$ cat src/design/erot_pkg.sv
// types, constants and arithmetic helpers for the euler rotation transform
package erot_pkg;

    localparam int CORDIC_STAGES = 20;

    localparam logic signed [32:0] CORDIC_K    = 33'sd652032874;
    localparam logic signed [28:0] ANG_PI      = 29'sd52707179;
    localparam logic signed [28:0] ANG_HALF_PI = 29'sd26353589;

    typedef struct packed {
        logic signed [32:0] x;
        logic signed [32:0] y;
        logic signed [28:0] z;
    } lane_t;

    typedef struct packed {
        logic               func;
        logic signed [31:0] vec_x;
        logic signed [31:0] vec_y;
        logic signed [31:0] vec_z;
        logic signed [31:0] shift_x;
        logic signed [31:0] shift_y;
    } side_t;

    // one word of the cordic chain: lanes are roll, yaw, pitch
    typedef struct packed {
        side_t       side;
        logic [2:0]  neg;
        lane_t [2:0] lanes;
    } cstage_t;

    typedef logic signed [18:0] ent_t;
    typedef ent_t [2:0][2:0] mat_t;

    function automatic logic signed [28:0] atan_val(input int i);
        logic signed [28:0] r;
        case (i)
            0:       r = 29'sd13176795;
            1:       r = 29'sd7778716;
            2:       r = 29'sd4110060;
            3:       r = 29'sd2086331;
            4:       r = 29'sd1047214;
            5:       r = 29'sd524117;
            6:       r = 29'sd262123;
            7:       r = 29'sd131069;
            8:       r = 29'sd65536;
            9:       r = 29'sd32768;
            10:      r = 29'sd16384;
            11:      r = 29'sd8192;
            12:      r = 29'sd4096;
            13:      r = 29'sd2048;
            14:      r = 29'sd1024;
            15:      r = 29'sd512;
            16:      r = 29'sd256;
            17:      r = 29'sd128;
            18:      r = 29'sd64;
            default: r = 29'sd32;
        endcase
        return r;
    endfunction

    // q.30 product, rounded half up
    function automatic logic signed [32:0] mul30(input logic signed [32:0] a,
                                                 input logic signed [32:0] b);
        logic signed [65:0] p;
        p = a * b;
        p = p + 66'sd536870912;
        return p[62:30];
    endfunction

    // q.30 to q3.16, rounded half up
    function automatic ent_t rnd14(input logic signed [34:0] v);
        logic signed [34:0] t;
        t = v + 35'sd8192;
        return t[32:14];
    endfunction

endpackage

$ cat src/design/erot_cordic_cell.sv
// one rotation step of the cordic chain, three lanes wide
module erot_cordic_cell
    import erot_pkg::*;
#(
    parameter int IDX = 0
) (
    input  logic    aclk,
    input  logic    aresetn,
    input  logic    en,
    input  logic    valid_in,
    input  cstage_t d_in,
    output logic    valid_out,
    output cstage_t d_out
);

    localparam logic signed [28:0] ATAN = atan_val(IDX);

    logic    valid_reg;
    cstage_t d_reg, d_next;

    always_comb begin
        d_next = d_in;
        for (int k = 0; k < 3; k++) begin
            if (!d_in.lanes[k].z[28]) begin
                d_next.lanes[k].x = d_in.lanes[k].x - (d_in.lanes[k].y >>> IDX);
                d_next.lanes[k].y = d_in.lanes[k].y + (d_in.lanes[k].x >>> IDX);
                d_next.lanes[k].z = d_in.lanes[k].z - ATAN;
            end else begin
                d_next.lanes[k].x = d_in.lanes[k].x + (d_in.lanes[k].y >>> IDX);
                d_next.lanes[k].y = d_in.lanes[k].y - (d_in.lanes[k].x >>> IDX);
                d_next.lanes[k].z = d_in.lanes[k].z + ATAN;
            end
        end
    end

    always_ff @(posedge aclk) begin
        if (!aresetn) begin
            valid_reg <= 1'b0;
        end else if (en) begin
            valid_reg <= valid_in;
        end
    end

    always_ff @(posedge aclk) begin
        if (en) begin
            d_reg <= d_next;
        end
    end

    assign valid_out = valid_reg;
    assign d_out     = d_reg;

endmodule

$ cat config.mk
export PLATFORM = sky130hd
export DESIGN_NAME = erot_cordic_cell
export DESIGN_NICKNAME = d
export VERILOG_FILES = /design/src/design/erot_pkg.sv /design/src/design/erot_cordic_cell.sv
export SDC_FILE = /design/constraint.sdc
export NUM_CORES = 1
export LEC_CHECK = 0
export BUFFER_PORTS_ARGS = -buffer_cell sky130_fd_sc_hd__buf_2
export CAP_MARGIN = 20
export CORE_AREA = 8 8 342 344
export CTS_BUF_LIST = sky130_fd_sc_hd__clkbuf_8
export DETAILED_ROUTE_END_ITERATION = 16
export DIE_AREA = 0 0 350 352
export SLEW_MARGIN = 20
export SYNTH_ARGS = -nofsm -noshare
export SYNTH_HDL_FRONTEND = slang
export SYNTH_SLANG_ARGS = --single-unit
$ cat constraint.sdc
create_clock -name aclk -period 4.5 [get_ports aclk]
set_input_delay 0.675 -clock aclk [delete_from_list [all_inputs] [get_ports aclk]]
set_output_delay 0.675 -clock aclk [all_outputs]
set_load 0.1 [all_outputs]
---- After elaboration in Yosys (flattened, before gate mapping) ----
Cells that the tools add are included.
storage, ports and cells
  bits in registers ....................... 450
  latch bits .............................. 0
  bits in writable memories ............... 0
  bits in read-only memories .............. 0
  bits of input ports ..................... 453
  output and inout port bits .............. 450
  logic and storage cells ................. 35
  memories ................................ 0
operators by class
  add/subtract/negate cells ............... 15
  multipliers ............................. 0
  div/mod/pow operators ................... 0
  $lt $le $gt $ge ......................... 0
  equality and inequality tests ........... 0
  shift-type cells ........................ 0
  multiplexer cells ....................... 3
  bitwise logic cells ..................... 0
  reduce and logical (&&, ||, !) cells .... 0
operators with widths
  kind                                                                    number
  95-bit two-way mux                                                      3
  33-bit subtractor                                                       6
  33-bit adder                                                            3
  29-bit by 25-bit adder with 29-bit output (second input constant)       3
  29-bit by 25-bit subtractor with 29-bit output (second input constant)  3

---- Logic depth before layout (Yosys ltp) ----
Gate-level depths: netlist of run 1.
  word-level depth ........................ 2
  depth in mapped cells ................... 14

---- Least setup slack after synthesis of run 1 ----
No wires, ideal clock.
  path type ............................... input to register
  start ................................... input d_in[218] in the netlist's numbering
  end ..................................... register d_reg (netlist bit d_out[212]) (data pin)
  library setup time ...................... 0.269 ns
  data arrival time ....................... 3.924 ns
  slack ................................... 0.307 ns
  cell stages on the path ................. 13
  path through ............................ clkbuf_1 clkinv_1 clkbuf_1 ha_1 nor2b_1 o21ai_0 a21boi_0 o21ai_0 a21oi_1 a221o_1 a2111oi_0 o31ai_1 xor2_1
RTL lines
  item                  line                    RTL
  from (decl)           erot_cordic_cell.sv:11  input cstage_t d_in,
  to (signal assigned)  erot_cordic_cell.sv:46  d_reg <= d_next;
  to (decl)             erot_cordic_cell.sv:19  cstage_t d_reg, d_next;

==> key figures, run 1 <==
Setup path
  – Worst-case reg-to-reg path depth: 2
  – Capturing point of the worst reg2reg path: valid_out
  – Setup crit start: d_in[223]
  – Reg2reg setup slack: 3870 ps
  – Type of destination of the critical path: flop
  – Crit Path Class: in -> reg
  – Crit-path max cell delay: 720 ps
  – Critical Path Start Type: input port
  – Critical path fanouts, max: 6
  – Reg2Reg Launch Point: valid_out
  – Critical Path RT: 4980 ps
  – Worst setup path endpoint: d_out[248]
  – Arrival time worst endpoint: 4080 ps
  – Most Frequent Cell on Critical Path: o41ai_2
  – Worst path slowest cell: o41ai_2
  – Crit path cell chain: buf_2 -> inv_1 -> ha_1 -> nor2_1 -> o211ai_1 -> a21oi_1 -> o41ai_2 -> o41ai_2 -> a2111o_1 -> o221ai_2 -> o2111a_1 -> a211oi_1 -> xnor2_1

Route
  – DR vias: 30805
  – WL/cell: 21.8 µm
  – Residual DRC: 0
  – Detail Route Antenna Nets: 0
  – Final wirelength: 131000 µm
  – Drt via density: 5.12
  – DR pass1 iterations: 6
  – DR iter-0 viols: 2572

Finish
  – Fill count: 11354
  – Share of cells above drive strength 1: 24.9%
  – P&R area growth vs syn: 24.8%
  – Most frequent cells in the layout: buf_2, edfxtp_1, a21oi_1
  – Most common cell after layout, fill and taps aside: buf_2
  – # nets final: 5248

Floorplan
  – Std cell rows: 123
  – Die Y-Extent: 352 µm
  – Die Area: 0.123 mm²
  – Core area: 0.112 mm²
  – Ports: 903
  – Die width: 350 µm
  – Initial Util: 29.9%

Clocking
  – H-tree depth: 3
  – Clock buffer depth: 3
  – CTS tree: built
  – Post-CTS Resized: 0
  – Postcts setup bufs: 0
  – CTS Buf Count: 87
  – Clock-pin slew on the worst setup and hold paths: 70 ps
  – Worst skew pair latency: 730 ps
  – CTS root buf: clkbuf_8
  – Clk sinks: 447

Synth
  – Synth unique cells: 79
  – Register bit total from synthesis: 447
  – Yosys warns: 0
  – Post-synth top flop: edfxtp_1
  – Synthesized area per cell: 9.57 µm²
  – Number of synthesized flops with an enable pin: 446
  – Post-synth top area share: 40.1%
  – Top cells by area, synth: edfxtp_1, ha_1, a21oi_1, xnor2_1, inv_1
  – Post-Syn Area: 0.0334 mm²
  – Cell taking the most area after synthesis: edfxtp_1
  – Syn nets: 4322
  – Seq/Total Area, Yosys: 40.2%
  – Mapped Cells: 3488
  – Async SR Flop Fraction: 0%

Status
  – Status: finished clean

Timing
  – Worst Tran Pin Value: 977 ps
  – Fmax: 278 MHz
  – Final hold viol count: 0
  – Final setup violation count: 0
  – Unrepaired setup endpoints after global routing: false
  – Post-route setup TNS: 0 ps
  – Worst relative slew slack: 34.9%
  – Final critical-path share of the clock period: 80.0%
  – Worst setup margin: 901 ps
  – Clock skew: 0 ps
  – Min cycle time layout: 3600 ps
  – Slew Limit Fails: 0

Global routing
  – Largest net degree at the start of global routing: 100
  – Vias in the first global route: 30036
  – Initial antenna violation count: 56
  – Gr usage total: 19.9%
  – Remaining Overflow, GRT: 0
  – First-pass GRT wire length: 190000 µm

Placed design
  – Post-place setup slack: 297 ps
  – Port bufs: 902
  – GPL Wtd Cong: 0.941
  – DPL Wire Length: 107000 µm

Hold path
  – HP Class: in -> reg
  – Hold Path Stages: 1

Job
  – Max_cap viols: 0

Pwr
  – VDD IR max: 0.000364 V
  – Cell Pwr Density: 431 mW/mm²
  – Static Leak: 18.7 nW
-- repair_timing --
action	in CTS	in global routing
endpoints found under the hold margin	2	0
hold buffers	2	0
endpoints found under the setup margin	0	0
-- routing by layer --
metal	up-vias	global-route usage, %	wire [µm]
li1	14548	-	-
met1	14639	24.3	52600
met2	1373	33.6	62800
met3	233	5.21	11000
met4	12	7.25	4440
met5	-	0	81
-- worst max-delay path: cells and delay by family --
family	cells	cell delay [ps]
compound gates	8	2500
xor+xnor	1	90
fa+ha+maj	1	380
buf+inv	2	150
simple gates	1	270
-- how the worst min path moves through the flow --
stage / slack (ps) / from / to
2_1_floorplan: 770 / d_in[285] / d_out[285]
3_3_place_gp: 490 / valid_out / valid_out
3_5_place_dp: 550 / valid_out / valid_out
4_1_cts: 1 / d_in[444] / d_out[444]
5_1_grt: 20 / d_in[347] / d_out[347]
6_report: 90 / d_in[298] / d_out[298]
-- state kept, by name, summed over array words and instances (netlist names) --
name	cells
d_out	446
valid_out	1
-- stage by stage --
step,total power [mW],cell area (µm²),utilization (%),hold slack [ps],instances
after detailed placement,13.8,39800,35.7,554,5823
after global placement,13.8,39800,35.7,494,5823
after floorplan,11.9,33400,-,774,3488
final,18.0,41700,37.4,93.0,6019
after CTS,18.2,41600,37.3,1.46,5978
after global routing,18.7,41700,37.3,21.2,6004
-- power by group --
group	switching, mW	internal, mW
Combinational	6.50	1.70
Clock	1.96	2.29
Sequential	0.212	5.33
Total	8.67	9.32
-- logic make-up (layout without fill, tap and decap cells) --
group                    after synthesis  count (layout)  synth area share [%]
AND/OR/NAND/NOR                      787             787                  11.0
flip-flops                           447             447                  40.2
buffers and inverters                462            1452                  5.26
adder cells (fa/ha/maj)              381             381                  14.5
multiplexers                          41              41                  1.23
AO/OA/AOI/OAI                       1109            1109                  21.0
XOR/XNOR                             261             261                  6.85
other                                  0              41                     0
-- cell usage after synthesis (9+ instances only) --
cell type and count:
edfxtp_1 446, a21oi_1 393, ha_1 369, inv_1 314
nor2_1 307, o21ai_0 221, xnor2_1 205, nand2_1 158
a21o_1 98, clkbuf_1 98, o21bai_1 66, nor3_1 64
xor2_1 56, nor2b_1 51, nand3_1 43, a211oi_1 41
mux2i_1 41, nand2b_1 37, o31ai_1 34, o21a_1 33
a31oi_1 27, nand4_1 26, buf_1 22, nor4_1 21
o211ai_1 21, or3_1 19, a211o_1 18, and3_1 15
a2111oi_0 14, clkinv_1 14, fa_1 12, o41ai_1 12
or2_2 11, a311oi_1 10, and2_1 10, o31a_1 10
a21boi_0 9, o22ai_1 9
-- area by class of cell --
class / instances / area (µm²) / area share [%]
multi-input cells: 2579 / 18200 / 43.7
flip-flops and latches: 447 / 13400 / 32.2
repair buffers: 967 / 5070 / 12.2
well taps: 1500 / 1880 / 4.50
inverters: 332 / 1250 / 2.99
clock buffers: 87 / 1200 / 2.87
clock inverters: 66 / 559 / 1.34
diodes: 41 / 103 / 0.246
Note: power is estimated with default switching activity, not from simulation.
==> run 2, diff against run 1 <==
Settings changed: ABC_AREA from default to 1, CORE_AREA 8 8 342 344 to default, CORE_MARGIN from default to 8, CORE_UTILIZATION from default to 36, DIE_AREA 0 0 350 352 to default.
Clock period 4.5 ns to 3.1 ns, I/O delays scaled along.
==> key figures, run 2 <==
Status
  – Status: finished clean

Placed design
  – GPL Wtd Cong: 0.993
  – DPL Wire Length: 153000 µm
  – Post-Place Cells: 8379
  – Post-place setup slack: 182 ps
  – Port bufs: 902

Synth
  – Post-Syn Area: 0.0409 mm²
  – Yosys warns: 0
  – Seq/Total Area, Yosys: 32.8%
  – Xor/xnor share of the synthesized area: 2.77%
  – Top cells by area, synth: edfxtp_1, nand2_1, ha_1, inv_1, nand3_1
  – Cell taking the most area after synthesis: edfxtp_1
  – Top-count cell post-synth: nand2_1
  – Synth unique cells: 43
  – Main combinational cell family by area after synthesis: simple AND/OR/NAND/NOR gates
  – Mapped Cells: 6031
  – Synthesized area per cell: 6.77 µm²
  – Commonest cells in the netlist: nand2_1, inv_1, nor2_1
  – Simple-Gate Fraction of Synth Area: 31.9%
  – Synth Area in Compound Gates: 9.23%
  – Post-synth top area share: 32.8%
  – Post-synth top flop: edfxtp_1
  – Async SR Flop Fraction: 0%
  – Syn nets: 6865
  – Number of synthesized flops with an enable pin: 446
  – Mux cell area share after synthesis: 0.0245%
  – Adder-Cell Fraction of Synth Area: 11.9%
  – Register bit total from synthesis: 447

Pwr
  – VDD IR max: 0.000526 V
  – Total power: 27.0 mW
  – Static Leak: 26.9 nW
  – Cell Pwr Density: 533 mW/mm²

Clocking
  – Clk sinks: 447
  – Clock buffer depth: 3
  – Postcts setup bufs: 0
  – H-tree depth: 3
  – Clock-pin slew on the worst setup and hold paths: 60 ps
  – CTS root buf: clkbuf_8
  – Worst skew pair latency: 690 ps
  – CTS Buf Count: 87
  – CTS tree: built

Floorplan
  – Die width: 353 µm
  – Die Y-Extent: 353 µm
  – Initial Util: 36.3%
  – Core area: 0.112 mm²
  – Ports: 903
  – Std cell rows: 123
  – Die Area: 0.125 mm²

Route
  – DR pass1 iterations: 6
  – Final wirelength: 183000 µm
  – Residual DRC: 0
  – Drt via density: 4.99
  – Detail Route Antenna Nets: 0
  – DR vias: 43581
  – DR iter-0 viols: 3250
  – WL/cell: 20.9 µm

Setup path
  – Critical Path Start Type: flop
  – Crit path max-delay family: flip-flops
  – Worst path slowest cell: edfxtp_1
  – Critical path fanouts, max: 2
  – Critical Path RT: 2630 ps
  – Arrival time worst endpoint: 1810 ps
  – Crit path cell chain: buf_2
  – Crit Path Class: reg -> out
  – CP bufs+invs: 1
  – Crit-path max cell delay: 560 ps
  – Type of destination of the critical path: primary output

Timing
  – Min cycle time layout: 2280 ps
  – Worst relative slew slack: 40.5%
  – Post-route setup TNS: 0 ps
  – Fmax: 439 MHz
  – Final critical-path share of the clock period: 73.4%
  – Unrepaired setup endpoints after global routing: false
  – Clock skew: 0 ps
  – Slew Limit Fails: 0
  – Final hold viol count: 0
  – Worst setup margin: 825 ps
  – Worst Tran Pin Value: 893 ps
  – Final setup violation count: 0

Global routing
  – Gr usage total: 27.8%
  – Initial antenna violation count: 41
  – Largest net degree at the start of global routing: 68
  – Vias in the first global route: 42200
  – First-pass GRT wire length: 266000 µm
  – Remaining Overflow, GRT: 0

Hold path
  – HP Class: in -> reg

Job
  – Max_cap viols: 0

Finish
  – Max FFs per register: 446
  – Share of cells above drive strength 1: 16.1%
  – Most common cell after layout, fill and taps aside: nand2_1
  – P&R area growth vs syn: 24.1%
  – Final Util: 45.1%
  – # nets final: 7968
  – Most frequent cells in the layout: nand2_1, inv_1, buf_2
  – Fin cells: 8726
[run 2: cell types whose count changed after synthesis, moves of 72 or more]
cell	previous run	this run
inv_1	314	1043
nand2_1	158	1989
a21o_1	98	16
nand3_1	43	474
nor2_1	307	563
xnor2_1	205	11
clkbuf_1	98	26
a21oi_1	393	298
[run 2: path summary, 6_finish.rpt]
| kind | start | end | slack [ps] | depth (start not counted) |
|---|---|---|---|---|
| worst max-delay path | d_out[95] | d_out[95] | 820 | 1 |
| worst min-delay path | d_in[0] | d_out[0] | 90 | 2 |
| worst max register to register | valid_out | valid_out | 1890 | 3 |
| worst min register to register | valid_out | valid_out | 1110 | 3 |
[run 2: where the power goes]
group / switching (mW) / total (mW) / internal (mW)
sequential: 0.396 / 8.01 / 7.61
combinational: 10.2 / 12.8 / 2.62
clock: 3.01 / 6.23 / 3.22
total: 13.6 / 27.0 / 13.4
[run 2: timing repair]
action                    in CTS  in global routing
hold buffers                 166                  0
hold endpoints to repair     165                  0
gates resized for setup        0                  0
[run 2: cell type report]
| type | instances | area [µm²] |
|---|---|---|
| sequential | 447 | 13400 |
| fill | 11736 | 61800 |
| timing repair buffer | 1144 | 6830 |
| tap | 1500 | 1880 |
| clock buffer | 91 | 1250 |
| clock inverter | 69 | 514 |
| multi-input combinational | 4404 | 22800 |
| inverter | 1050 | 3940 |
| antenna | 21 | 52.6 |
[run 2: routing by layer]
metal | global-route usage, % | vias to the layer above | share of wire, %
met5 | 0 | - | 0.051
met4 | 12.9 | 16 | 5.1
met3 | 5.75 | 323 | 7.5
met2 | 47.5 | 1644 | 47
met1 | 33.5 | 20173 | 40
li1 | - | 21425 | -
[run 2: stage by stage]
| step | hold WS (ps) | instance area, µm² |
|---|---|---|
| final | 93.9 | 50700 |
| after global routing | 56.4 | 50700 |
| after global placement | 543 | 47200 |
| after floorplan | 558 | 40900 |
| after detailed placement | 547 | 47200 |
| after CTS | 15.3 | 50600 |
[run 2: cell families (layout without fill, tap and decap cells)]
logic type	after synthesis	in the layout
simple gates	3200	3200
buf+inv	1180	2354
compound gates	693	693
flops	447	447
fa+ha+maj	381	381
xor+xnor	129	129
mux	1	1
other cells	0	21
